[config.mk]
export PLATFORM = sky130hd
export DESIGN_NAME = hierarchical_state_transition_sequencer_unit
export DESIGN_NICKNAME = d
export VERILOG_FILES = /design/src/rtl/hsts_pkg.sv /design/src/rtl/hierarchical_state_transition_sequencer_unit.sv
export SDC_FILE = /design/constraint.sdc
export NUM_CORES = 2
export LEC_CHECK = 0
export BUFFER_PORTS_ARGS = -buffer_cell sky130_fd_sc_hd__buf_2
export CAP_MARGIN = 25
export CORE_MARGIN = 4
export CORE_UTILIZATION = 58
export CTS_CLUSTER_SIZE = 14
export DETAILED_ROUTE_END_ITERATION = 8
export PLACE_DENSITY_LB_ADDON = 0.25
export SETUP_SLACK_MARGIN = 0.1
export SLEW_MARGIN = 25
export SYNTH_ARGS = -nofsm -noshare
export SYNTH_HDL_FRONTEND = slang
export SYNTH_SLANG_ARGS = --single-unit
export TNS_END_PERCENT = 20
[constraint.sdc]
create_clock -name aclk -period 13.48 [get_ports aclk]
set_clock_uncertainty 0.2 [all_clocks]
set_input_delay 3.37 -clock aclk [delete_from_list [all_inputs] [get_ports aclk]]
set_output_delay 3.37 -clock aclk [all_outputs]
set_load 0.02 [all_outputs]
[src/rtl/hsts_pkg.sv]
// ----------------------------------------------------------------------------
// hsts_pkg
// Shared codes and types of the hierarchical state transition sequencer.
// ----------------------------------------------------------------------------
package hsts_pkg;

    localparam logic [1:0] OP_WRITE = 2'd0;
    localparam logic [1:0] OP_BEGIN = 2'd1;
    localparam logic [1:0] OP_REQ   = 2'd2;
    localparam logic [1:0] OP_TICK  = 2'd3;

    localparam logic [1:0] KIND_EXIT   = 2'd0;
    localparam logic [1:0] KIND_ENTER  = 2'd1;
    localparam logic [1:0] KIND_DONE   = 2'd2;
    localparam logic [1:0] KIND_REJECT = 2'd3;

    localparam logic [5:0] STATE_NONE = 6'h3f;

    localparam logic REG_STATE_COUNT = 1'b0;
    localparam logic REG_SELF_REINIT = 1'b1;

    localparam int MaxRecords = 18;

    typedef enum logic [3:0] {
        ST_IDLE,
        ST_RES_RQ,
        ST_RES_RSP,
        ST_RES_DONE,
        ST_LEAF_RQ,
        ST_LEAF_RSP,
        ST_ANC_RQ,
        ST_ANC_RSP,
        ST_LCA,
        ST_SRCH_RQ,
        ST_SRCH_RSP,
        ST_PATH_RQ,
        ST_PATH_RSP,
        ST_TICK_RSP,
        ST_COMMIT,
        ST_EMIT
    } seq_state_t;

endpackage

[src/rtl/hierarchical_state_transition_sequencer_unit.sv]
// ----------------------------------------------------------------------------
// hierarchical_state_transition_sequencer_unit
// State tree sequencer: table writes, begin, transition requests and ticks.
// ----------------------------------------------------------------------------
// Input items arrive on s_valid/s_ready; each one yields one or more record
// items on m_valid/m_ready, the final one flagged by m_last. Registers
// state_count and self_reinit are written on the cfg_ channel, which is
// always ready. One item is processed at a time: s_ready is high only while
// the sequencer idles. The state table lives in one memory with a registered
// read; every walk step (resolve through initial children, leaf scan,
// ancestor list, common ancestor search, entry path) has a request state
// and a response state. A tick whose timeout fires goes on as a request
// to its timeout target. Records leave at one per cycle while the receiver
// is ready. When the receiver stalls, the output register holds its record
// and the sequencer waits. Reset puts the leaf at zero, the previous leaf
// at none, the tick count at zero; table contents are not cleared and must
// be written before use.
// ----------------------------------------------------------------------------
module hierarchical_state_transition_sequencer_unit
    import hsts_pkg::*;
#(
    parameter int MAX_STATES   = 32,
    parameter int MAX_DEPTH    = 8,
    parameter int TIMEOUT_BITS = 32
) (
    input  logic                    aclk,
    input  logic                    aresetn,
    input  logic                    cfg_valid,
    output logic                    cfg_ready,
    input  logic                    cfg_index,
    input  logic [5:0]              cfg_data,
    input  logic                    s_valid,
    output logic                    s_ready,
    input  logic [1:0]              s_operation,
    input  logic [4:0]              s_state_index,
    input  logic signed [5:0]       s_parent_value,
    input  logic signed [5:0]       s_initial_child_value,
    input  logic [TIMEOUT_BITS-1:0] s_timeout_value,
    input  logic signed [5:0]       s_timeout_target_value,
    output logic                    m_valid,
    input  logic                    m_ready,
    output logic [1:0]              m_record_kind,
    output logic signed [5:0]       m_record_state,
    output logic [4:0]              m_active_state,
    output logic signed [5:0]       m_prior_state,
    output logic                    m_last
);

    localparam int IdxW   = $clog2(MAX_STATES);
    localparam int CntW   = $clog2(MAX_STATES + 1);
    localparam int DepthW = $clog2(MAX_DEPTH + 2);
    localparam int AIdxW  = $clog2(MAX_DEPTH + 1);
    localparam int RecW   = $clog2(2 * MAX_DEPTH + 3);
    localparam int EntW   = 18 + TIMEOUT_BITS;
    localparam logic [TIMEOUT_BITS-1:0] TickMax = '1;

    function automatic logic node_ok(logic [5:0] v);
        return !v[5] && (32'(v[4:0]) < MAX_STATES);
    endfunction

    function automatic logic [IdxW-1:0] node_addr(logic [5:0] v);
        return IdxW'(v[4:0]);
    endfunction

    function automatic logic [5:0] norm6(logic [5:0] v);
        return v[5] ? STATE_NONE : v;
    endfunction

    // table memory: {parent, initial child, timeout, timeout target}
    logic [EntW-1:0] table_mem [MAX_STATES];
    logic [EntW-1:0] mem_rdata;
    logic [IdxW-1:0] rd_addr;
    logic            mem_we;
    logic [IdxW-1:0] wr_addr;
    logic [EntW-1:0] wr_data;

    always_ff @(posedge aclk) begin
        if (mem_we) begin
            table_mem[wr_addr] <= wr_data;
        end
        mem_rdata <= table_mem[rd_addr];
    end

    logic [5:0]              rd_parent;
    logic [5:0]              rd_initial;
    logic [TIMEOUT_BITS-1:0] rd_timeout;
    logic [5:0]              rd_target;

    assign rd_parent  = mem_rdata[EntW-1 -: 6];
    assign rd_initial = mem_rdata[EntW-7 -: 6];
    assign rd_timeout = mem_rdata[TIMEOUT_BITS+5 : 6];
    assign rd_target  = mem_rdata[5:0];

    seq_state_t              state_reg, state_next;
    logic [5:0]              count_reg, count_next;
    logic                    reinit_reg, reinit_next;
    logic [4:0]              cur_reg, cur_next;
    logic [5:0]              prev_reg, prev_next;
    logic [TIMEOUT_BITS-1:0] elapsed_reg, elapsed_next;
    logic                    begin_reg, begin_next;
    logic [5:0]              node_reg, node_next;
    logic [5:0]              target_reg, target_next;
    logic [5:0]              lca_reg, lca_next;
    logic [DepthW-1:0]       cnt_reg, cnt_next;
    logic [CntW-1:0]         scan_reg, scan_next;
    logic [DepthW-1:0]       depth_reg, depth_next;
    logic [DepthW-1:0]       plen_reg, plen_next;
    logic [5:0]              anc_reg [MAX_DEPTH+1];
    logic [5:0]              anc_next [MAX_DEPTH+1];
    logic [5:0]              path_reg [MAX_DEPTH+1];
    logic [5:0]              path_next [MAX_DEPTH+1];
    logic [RecW-1:0]         total_reg, total_next;
    logic [RecW-1:0]         rec_reg, rec_next;
    logic                    single_reg, single_next;
    logic [1:0]              skind_reg, skind_next;
    logic                    m_valid_reg, m_valid_next;
    logic [1:0]              m_kind_reg, m_kind_next;
    logic [5:0]              m_state_reg, m_state_next;
    logic [4:0]              m_active_reg, m_active_next;
    logic [5:0]              m_prior_reg, m_prior_next;
    logic                    m_last_reg, m_last_next;

    logic [CntW-1:0]   used;
    logic [DepthW-1:0] exit_len;
    logic              anc_hit;
    logic [RecW-1:0]   rec_sum;
    logic [RecW-1:0]   path_pos;
    logic              rd_ok;

    assign used = (32'(count_reg) > MAX_STATES) ? CntW'(MAX_STATES) : CntW'(count_reg);
    assign rd_ok = node_ok(node_reg);

    // exits stop at the first ancestor equal to the common ancestor
    always_comb begin
        exit_len = depth_reg;
        anc_hit  = 1'b0;
        for (int i = MAX_DEPTH; i >= 0; i--) begin
            if (32'(i) < 32'(depth_reg) && anc_reg[i] == lca_reg) begin
                exit_len = DepthW'(i);
            end
        end
        for (int i = 0; i <= MAX_DEPTH; i++) begin
            if (32'(i) < 32'(depth_reg) && anc_reg[i] == node_reg) begin
                anc_hit = 1'b1;
            end
        end
    end

    assign rec_sum  = RecW'(exit_len) + RecW'(plen_reg);
    assign path_pos = RecW'(plen_reg) - RecW'(1) - (rec_reg - RecW'(exit_len));

    assign cfg_ready = 1'b1;
    assign s_ready   = (state_reg == ST_IDLE);

    always_comb begin
        state_next   = state_reg;
        count_next   = count_reg;
        reinit_next  = reinit_reg;
        cur_next     = cur_reg;
        prev_next    = prev_reg;
        elapsed_next = elapsed_reg;
        begin_next   = begin_reg;
        node_next    = node_reg;
        target_next  = target_reg;
        lca_next     = lca_reg;
        cnt_next     = cnt_reg;
        scan_next    = scan_reg;
        depth_next   = depth_reg;
        plen_next    = plen_reg;
        anc_next     = anc_reg;
        path_next    = path_reg;
        total_next   = total_reg;
        rec_next     = rec_reg;
        single_next  = single_reg;
        skind_next   = skind_reg;
        m_valid_next  = m_valid_reg;
        m_kind_next   = m_kind_reg;
        m_state_next  = m_state_reg;
        m_active_next = m_active_reg;
        m_prior_next  = m_prior_reg;
        m_last_next   = m_last_reg;
        mem_we  = 1'b0;
        wr_addr = IdxW'(s_state_index);
        wr_data = {norm6(s_parent_value), norm6(s_initial_child_value),
                   s_timeout_value, norm6(s_timeout_target_value)};
        rd_addr = node_addr(node_reg);

        if (cfg_valid) begin
            case (cfg_index)
                REG_STATE_COUNT: count_next  = cfg_data;
                REG_SELF_REINIT: reinit_next = cfg_data[0];
                default:         count_next  = count_reg;
            endcase
        end

        if (m_valid_reg && m_ready) begin
            m_valid_next = 1'b0;
        end

        case (state_reg)
            ST_IDLE: begin
                rd_addr = node_addr({1'b0, cur_reg});
                if (s_valid) begin
                    single_next = 1'b1;
                    skind_next  = KIND_DONE;
                    total_next  = RecW'(1);
                    rec_next    = '0;
                    node_next   = {1'b0, s_state_index};
                    cnt_next    = '0;
                    begin_next  = (s_operation == OP_BEGIN);
                    case (s_operation)
                        OP_WRITE: begin
                            mem_we     = (32'(s_state_index) < MAX_STATES);
                            state_next = ST_EMIT;
                        end
                        OP_BEGIN, OP_REQ: begin
                            if (32'(s_state_index) < 32'(used)) begin
                                state_next = ST_RES_RQ;
                            end else begin
                                skind_next = KIND_REJECT;
                                state_next = ST_EMIT;
                            end
                        end
                        OP_TICK: begin
                            if (elapsed_reg != TickMax) begin
                                elapsed_next = elapsed_reg + 1'b1;
                            end
                            node_next  = {1'b0, cur_reg};
                            state_next = ST_TICK_RSP;
                        end
                        default: state_next = ST_IDLE;
                    endcase
                end
            end

            ST_TICK_RSP: begin
                if (rd_ok && rd_timeout != '0 && elapsed_reg >= rd_timeout
                        && !rd_target[5]) begin
                    node_next  = rd_target;
                    cnt_next   = '0;
                    state_next = ST_RES_RQ;
                end else begin
                    state_next = ST_EMIT;
                end
            end

            // descend through initial children
            ST_RES_RQ: begin
                if (32'(cnt_reg) > MAX_DEPTH) begin
                    state_next = ST_RES_DONE;
                end else begin
                    state_next = ST_RES_RSP;
                end
            end

            ST_RES_RSP: begin
                if (!rd_ok || rd_initial[5]) begin
                    state_next = ST_RES_DONE;
                end else begin
                    node_next  = rd_initial;
                    cnt_next   = cnt_reg + 1'b1;
                    state_next = ST_RES_RQ;
                end
            end

            ST_RES_DONE: begin
                target_next = node_reg;
                depth_next  = '0;
                if (begin_reg) begin
                    scan_next  = '0;
                    state_next = ST_LEAF_RQ;
                end else begin
                    node_next  = {1'b0, cur_reg};
                    state_next = ST_ANC_RQ;
                end
            end

            // a begin target must have no children among the used states
            ST_LEAF_RQ: begin
                rd_addr = scan_reg[IdxW-1:0];
                if (scan_reg == used) begin
                    lca_next   = STATE_NONE;
                    node_next  = target_reg;
                    plen_next  = '0;
                    state_next = ST_PATH_RQ;
                end else begin
                    state_next = ST_LEAF_RSP;
                end
            end

            ST_LEAF_RSP: begin
                if (rd_parent == target_reg) begin
                    skind_next = KIND_REJECT;
                    state_next = ST_EMIT;
                end else begin
                    scan_next  = scan_reg + 1'b1;
                    state_next = ST_LEAF_RQ;
                end
            end

            ST_ANC_RQ: begin
                anc_next[depth_reg[AIdxW-1:0]] = node_reg;
                depth_next = depth_reg + 1'b1;
                state_next = ST_ANC_RSP;
            end

            ST_ANC_RSP: begin
                if (!rd_ok || rd_parent[5] || 32'(depth_reg) > MAX_DEPTH) begin
                    state_next = ST_LCA;
                end else begin
                    node_next  = rd_parent;
                    state_next = ST_ANC_RQ;
                end
            end

            ST_LCA: begin
                if (reinit_reg && {1'b0, cur_reg} == target_reg) begin
                    // parent of the current leaf is the second ancestor
                    lca_next   = (32'(depth_reg) > 1) ? anc_reg[1] : STATE_NONE;
                    node_next  = target_reg;
                    plen_next  = '0;
                    state_next = ST_PATH_RQ;
                end else begin
                    node_next  = target_reg;
                    cnt_next   = '0;
                    state_next = ST_SRCH_RQ;
                end
            end

            ST_SRCH_RQ: begin
                if (node_reg[5] || 32'(cnt_reg) > MAX_DEPTH) begin
                    lca_next   = STATE_NONE;
                    node_next  = target_reg;
                    plen_next  = '0;
                    state_next = ST_PATH_RQ;
                end else if (anc_hit) begin
                    lca_next   = node_reg;
                    node_next  = target_reg;
                    plen_next  = '0;
                    state_next = ST_PATH_RQ;
                end else begin
                    cnt_next   = cnt_reg + 1'b1;
                    state_next = ST_SRCH_RSP;
                end
            end

            ST_SRCH_RSP: begin
                node_next  = rd_ok ? rd_parent : STATE_NONE;
                state_next = ST_SRCH_RQ;
            end

            ST_PATH_RQ: begin
                if (node_reg[5] || node_reg == lca_reg || 32'(plen_reg) > MAX_DEPTH) begin
                    state_next = ST_COMMIT;
                end else begin
                    path_next[plen_reg[AIdxW-1:0]] = node_reg;
                    plen_next  = plen_reg + 1'b1;
                    state_next = ST_PATH_RSP;
                end
            end

            ST_PATH_RSP: begin
                node_next  = rd_ok ? rd_parent : STATE_NONE;
                state_next = ST_PATH_RQ;
            end

            ST_COMMIT: begin
                if (begin_reg) begin
                    depth_next = '0;
                    prev_next  = STATE_NONE;
                end else begin
                    prev_next  = {1'b0, cur_reg};
                end
                cur_next     = target_reg[4:0];
                elapsed_next = '0;
                // begin has no exits; depth cleared so exit_len reads zero next cycle
                if (rec_sum == '0) begin
                    single_next = 1'b1;
                    skind_next  = KIND_DONE;
                    total_next  = RecW'(1);
                end else begin
                    single_next = 1'b0;
                    total_next  = (32'(rec_sum) > MaxRecords) ? RecW'(MaxRecords) : rec_sum;
                end
                rec_next   = '0;
                state_next = ST_EMIT;
            end

            ST_EMIT: begin
                if (!m_valid_reg || m_ready) begin
                    m_valid_next  = 1'b1;
                    m_active_next = cur_reg;
                    m_prior_next  = prev_reg;
                    m_last_next   = (rec_reg == total_reg - 1'b1);
                    if (single_reg) begin
                        m_kind_next  = skind_reg;
                        m_state_next = STATE_NONE;
                    end else if (rec_reg < RecW'(exit_len)) begin
                        m_kind_next  = KIND_EXIT;
                        m_state_next = anc_reg[rec_reg[AIdxW-1:0]];
                    end else begin
                        m_kind_next  = KIND_ENTER;
                        m_state_next = path_reg[path_pos[AIdxW-1:0]];
                    end
                    rec_next = rec_reg + 1'b1;
                    if (rec_reg == total_reg - 1'b1) begin
                        state_next = ST_IDLE;
                    end
                end
            end

            default: state_next = ST_IDLE;
        endcase
    end

    always_ff @(posedge aclk) begin
        if (!aresetn) begin
            state_reg   <= ST_IDLE;
            count_reg   <= 6'd1;
            reinit_reg  <= 1'b0;
            cur_reg     <= '0;
            prev_reg    <= STATE_NONE;
            elapsed_reg <= '0;
            m_valid_reg <= 1'b0;
        end else begin
            state_reg   <= state_next;
            count_reg   <= count_next;
            reinit_reg  <= reinit_next;
            cur_reg     <= cur_next;
            prev_reg    <= prev_next;
            elapsed_reg <= elapsed_next;
            m_valid_reg <= m_valid_next;
        end
    end

    always_ff @(posedge aclk) begin
        begin_reg    <= begin_next;
        node_reg     <= node_next;
        target_reg   <= target_next;
        lca_reg      <= lca_next;
        cnt_reg      <= cnt_next;
        scan_reg     <= scan_next;
        depth_reg    <= depth_next;
        plen_reg     <= plen_next;
        anc_reg      <= anc_next;
        path_reg     <= path_next;
        total_reg    <= total_next;
        rec_reg      <= rec_next;
        single_reg   <= single_next;
        skind_reg    <= skind_next;
        m_kind_reg   <= m_kind_next;
        m_state_reg  <= m_state_next;
        m_active_reg <= m_active_next;
        m_prior_reg  <= m_prior_next;
        m_last_reg   <= m_last_next;
    end

    assign m_valid        = m_valid_reg;
    assign m_record_kind  = m_kind_reg;
    assign m_record_state = m_state_reg;
    assign m_active_state = m_active_reg;
    assign m_prior_state  = m_prior_reg;
    assign m_last         = m_last_reg;

endmodule
## Word-level counts from Yosys, hierarchy flattened

Memory sizes are Yosys's and may differ from the RTL's. A register that Yosys moved wholly into a read port is not among the register bits.
Cells that the tools add are included.
Widths: inputs -> output; s select.

- Flip-flop bits (word level): 233
- Bits in latches: 0
- Memory bits (writable): 1600
- Bits in read-only memories: 0
- Bits of input ports: 69
- Output and inout port bits: 23
- Logic and storage cells: 332
- Memories: 1

- $add $sub $neg: 11
- $mul: 0
- Divide/modulo/power cells: 0
- $lt $le $gt $ge: 24
- Equality and inequality tests: 63
- Shift-type cells: 0
- Multiplexer cells: 119
- Bitwise gates (word level): 6
- Reduce and logical (&&, ||, !) cells: 66

Memory list:

| name | words | bits a word | read ports | clocked after Yosys merged registers in | wr ports | RTL line | source |
|---|---|---|---|---|---|---|---|
| table_mem | 32 | 50 | 1 | 1 | 1 | hierarchical_state_transition_sequencer_unit.sv:70 | `logic [EntW-1:0] table_mem [MAX_STATES];` |

Operators by type and width:

| kind | count |
|---|---|
| $mux 6 | 28 |
| $eq 6x6->1 | 21 |
| $mux 4 | 29 |
| $bwmux 54 | 2 |
| $mux 32 | 3 |
| $pmux 32 s2 | 1 |
| $pmux 4 s16 | 1 |
| $pmux 6 s9 | 1 |
| $bmux 6 s4 | 2 |
| $demux 6 s4 | 2 |
| $ne 2x2->1 const B | 18 |
| $add 32x1->32 const B | 1 |
| $eq 4x4->1 const B | 8 |
| $ge 32x32->1 | 1 |
| $ne 32x32->1 const B | 1 |
| $reduce_bool 32->1 | 1 |
| $mux 5 | 6 |
| $logic_and 1x1->1 | 25 |
| $mux 1 | 25 |
| $pmux 4 s3 | 2 |
| $ge 5x5->1 const B | 4 |
| $not 4->5 | 4 |
| $pmux 4 s5 | 1 |
| $pmux 5 s2 | 2 |
| 52 further kinds | 100 |

## Longest topological paths before layout

- Word-level depth: 18
- Depth in mapped cells: 19
- Mapped depth without buffers: 18

## Least setup slack after synthesis

Ideal clock, no wire load.

- Path kind: input to register
- Start point: in s_state_index[4]
- End point: mem table_mem[16][0] in the netlist's numbering (enable)
- Arrival time: 7.569 ns
- Path slack: 5.192 ns
- Cell stages on the path: 4
- Buffers on the path: 1
- Cells stage by stage: clkbuf_1 nand2b_1 or3_1 nor3_1

RTL lines:

| element | RTL line | source |
|---|---|---|
| from (decl) | hierarchical_state_transition_sequencer_unit.sv:35 | `input logic [4:0] s_state_index,` |
| to (decl) | hierarchical_state_transition_sequencer_unit.sv:70 |  |

No word-level cell before the write port.

## Final worst setup path

- Start point: reg state_reg[0]
- End point: out s_ready

- Word-level cells in the longest chain between the ends: 1

RTL lines:

| element | RTL line | source |
|---|---|---|
| from (decl) | hierarchical_state_transition_sequencer_unit.sv:94 | `seq_state_t state_reg, state_next;` |
| from (signal assigned) | hierarchical_state_transition_sequencer_unit.sv:426 | `state_reg <= state_next;` |
| $logic_not 4->1 | hierarchical_state_transition_sequencer_unit.sv:153 | `assign s_ready = (state_reg == ST_IDLE);` |
| to (decl) | hierarchical_state_transition_sequencer_unit.sv:33 | `output logic s_ready,` |

No other way between the ends.

==> key figures <==
Status
  – Outcome: complete, no violations

Setup path
  – CP delay by family, top: buffers and inverters
  – Worst path arrival time: about 2.7 ns
  – Critical path data required time: a little under 10 ns
  – Worst setup SP type: flip-flop
  – WP buf/inv: 2
  – Crit path largest cell delay: between 0.5 and 0.6 ns
  – FF-to-FF End: m_record_state[5]
  – Reg2Reg Setup Slack: 7.89 ns
  – Reg2Reg Depth: 16
  – Crit. End Element: output port
  – Crit-path cells: nor2_1 > nand2_1 > inv_1 > buf_2
  – CP max FO: 27
  – WS Path Type: reg2out
  – Crit-path slowest cell: dfxtp_1
  – Critical R2R Launch: lca_reg[3]

Global routing
  – First-pass GRT wire length: about 260000 µm
  – Pin count of the biggest net entering global routing: 137
  – Vias in the first global route: between 30000 and 40000
  – Congestion Overflow GR: 0
  – Antenna violations before repair: 16
  – GRT Resource Usage Total: between 20% and 30%

Drt
  – Routed Wire Length: approximately 180000 µm
  – Initial drt markers: ~4900
  – Drt first pass iters: 8
  – DR vias: roughly 38000
  – Wire length per cell: just under 30 µm
  – Antenna Nets Post-Route: 0
  – Post-route DRC: 0
  – Via density per instance: 6.41

Min path
  – Hold Path Sink: m_prior_state[1]
  – WHS Path Cells: 0
  – Hold path startpoint: prev_reg[1]
  – Hold Crit Class: reg2reg

Run
  – Total of max-cap violations: 0

CTS
  – Clock Latency Late Sink: 0.80 ns
  – Clock-pin slew on the worst setup and hold paths: approximately 0.060 ns
  – Post-CTS Repair Setup Buffers: 0
  – Clk sink count: approximately 1900
  – CTS tree: done
  – Clk root buf: clkbuf_16
  – CTS Buffer Depth: 3
  – Cts repair resizes: 0
  – Number of CTS-inserted buffers: between 150 and 200
  – Cts-stage hold buffer count: 0
  – # H-tree levels: 4

Timing
  – Final critical-path share of the clock period: 46.5%
  – Fmax: 159 MHz
  – Setup TNS: 0 ns
  – RSZ-0062 raised after global routing: no
  – # setup viols final: 0
  – Least-Margin Pin Slew: 1.09 ns
  – Final min period: approximately 6.3 ns
  – Slew headroom: 26.8%
  – Max Transition Viols Final: 0
  – Hold Vio Cnt, Final: 0

Layout
  – Post-route insts no fill: roughly 6000
  – Filler cell count in the final layout: 8480
  – Core Util, Final: between 60% and 70%
  – Area grow syn2layout: 11.7%
  – Register area: 55500 µm²
  – Ratio of cells with drive above 1 in the final layout: approximately a quarter
  – Area of the multi-input gates: a little under 20000 µm²
  – Max reg flops: 1600
  – Nets@finish: between 4000 and 5000

Power
  – Sw Ratio: roughly 34%
  – Comb pwr share: 38.7%
  – Worst vdd ir: between 200 and 250 µV
  – Switching power: ~6700 µW
  – Sequential power share: about a third
  – P_int: between 10000 and 15000 µW
  – PwrDens: between 200 and 250 nW/µm²
  – Clk pwr share: a little over a quarter
  – Leakage: approximately 0.027 µW

Placement
  – Dpl cells: roughly 5700
  – Placer Congestion: approximately 0.9
  – Post-DP HPWL: approximately 100000 µm
  – Buffers on Ports: 90

Logic synthesis
  – FF+latch count, synth: between 1500 and 2000
  – Mean Syn Cell Area: ~19 µm²
  – Synth Warn #: 0
  – Mux cell area share after synthesis: between 10% and 20%
  – Number of synthesized flops with an enable pin: 1777
  – XOR/XNOR Fraction of Synth Area: under 10%
  – Post-synth cell types: between 70 and 80
  – Ys async rst share: 0%
  – Main synth FF type: edfxtp_1
  – Synth Area in Simple Gates: around 3.7%
  – Synth Instances: a little under 4000
  – Synthesized Nets: around 4000
  – Main combinational cell family by area after synthesis: multiplexers
  – Adder-cell share of the synthesized area: under 10%
  – Synth Area in Compound Gates: about 2.7%
  – Sequential share of the synthesized area: between 70% and 80%
  – Synthesized cell area: 75900 µm²

Die
  – Chip width: approximately 370 µm
  – Die height: ~370 µm
  – Die area: around 140000 µm²
  – Starting Density: about three fifths
  – FP Rows: 132
  – Core Region: roughly 130000 µm²
  – I/O pin cnt: ~90
## metal layers
metal / part of all wire (%) / GRT usage [%]
met5: 0.0074 / 0
met4: 2.7 / 7.48
met3: 8.8 / 4.91
met2: 48 / 40.3
met1: 41 / 39.0
## synthesized netlist by cell type, types with 7 or more instances
cell	instances	share of area, %
and4_1	7	0.081
nor2_1	184	0.91
or4_1	7	0.069
o211ai_1	57	0.56
o21ai_1	31	0.20
buf_2	98	0.65
nor4_1	23	0.19
clkbuf_1	74	0.37
mux2i_1	128	1.7
or2_2	22	0.18
mux2_2	100	1.5
inv_1	71	0.35
a21o_1	14	0.14
nor3_1	27	0.18
a21oi_1	90	0.59
nand2_1	140	0.69
edfxtp_1	1777	70
ha_1	62	1.0
xnor2_1	84	0.97
nand2b_1	20	0.16
xor2_1	81	0.93
buf_1	20	0.099
nor2b_1	14	0.12
mux4_2	424	13
o21ai_0	69	0.46
and2_1	13	0.11
or3_1	16	0.13
dfxtp_1	105	2.8
a21boi_0	13	0.13
nand4_1	40	0.33
and3_1	18	0.15
nand3_1	31	0.20
## cells in the final DEF (no fill, tap or decap), types with 28 or more instances in the layout
cell	n
a21oi_1	90
buf_2	90
buf_4	62
clkbuf_1	45
clkbuf_16	187
clkinv_1	29
dfxtp_1	105
edfxtp_1	1777
ha_1	62
inv_1	71
mux2_2	100
mux2i_1	128
mux4_2	424
nand2_1	139
nand3_1	31
nand4_1	40
nor2_1	160
o211ai_1	57
o21ai_0	67
o21ai_1	28
xnor2_1	84
xor2_1	81
## metrics by stage
step / hold WS, ns / setup slack [ns] / area, µm² / total power, µW
floorplan: 0.208 / 5.19 / 75900 / 12400
global placement: 0.217 / 6.80 / 78500 / 14600
detailed placement: 0.226 / 6.80 / 78500 / 14600
CTS: 0.241 / 7.22 / 84600 / 19800
global route: 0.252 / 7.10 / 84800 / 20600
finish: 0.238 / 7.21 / 84800 / 19700
## power groups by stage
| stage | Combinational, µW | Clock, µW | Sequential, µW |
|---|---|---|---|
| finish | 7630 | 5200 | 6870 |
| global route | 8170 | 5540 | 6880 |
| CTS | 7690 | 5270 | 6860 |
| detailed placement | 7650 | 0 | 6990 |
| global placement | 7610 | 0 | 6980 |
| floorplan | 5500 | 0 | 6870 |
## worst max-delay path by stage
stage | start | end | depth (start not counted)
6_report | state_reg[0] | s_ready | 4
4_1_cts | state_reg[0] | s_ready | 4
3_5_place_dp | s_operation[1] | table_mem[20][44] | 7
5_1_grt | state_reg[0] | s_ready | 4
3_3_place_gp | s_operation[1] | table_mem[20][44] | 7
2_1_floorplan | s_state_index[4] | table_mem[16][0] | 4
## cell type report
| class | count | share of cell area (%) |
|---|---|---|
| diodes | 7 | 0.0207 |
| clock buffers | 242 | 5.88 |
| clock inverters | 95 | 1.37 |
| inverters | 71 | 0.314 |
| multi-input cells | 1798 | 23.0 |
| flip-flops and latches | 1882 | 65.4 |
| well taps | 1742 | 2.57 |
| repair buffers | 164 | 1.39 |
## kinds of logic (layout without fill, tap and decap cells)
group,count (synthesis),count (layout)
xor gates and xnor gates,168,168
other,1,8
adders and majority gates,67,67
AOI/OAI and AO/OA,328,328
DFF,1882,1882
buffers and inverters,273,572
and+or+nand+nor,582,582
muxes,652,652
(Power assumes the default switching activity.)
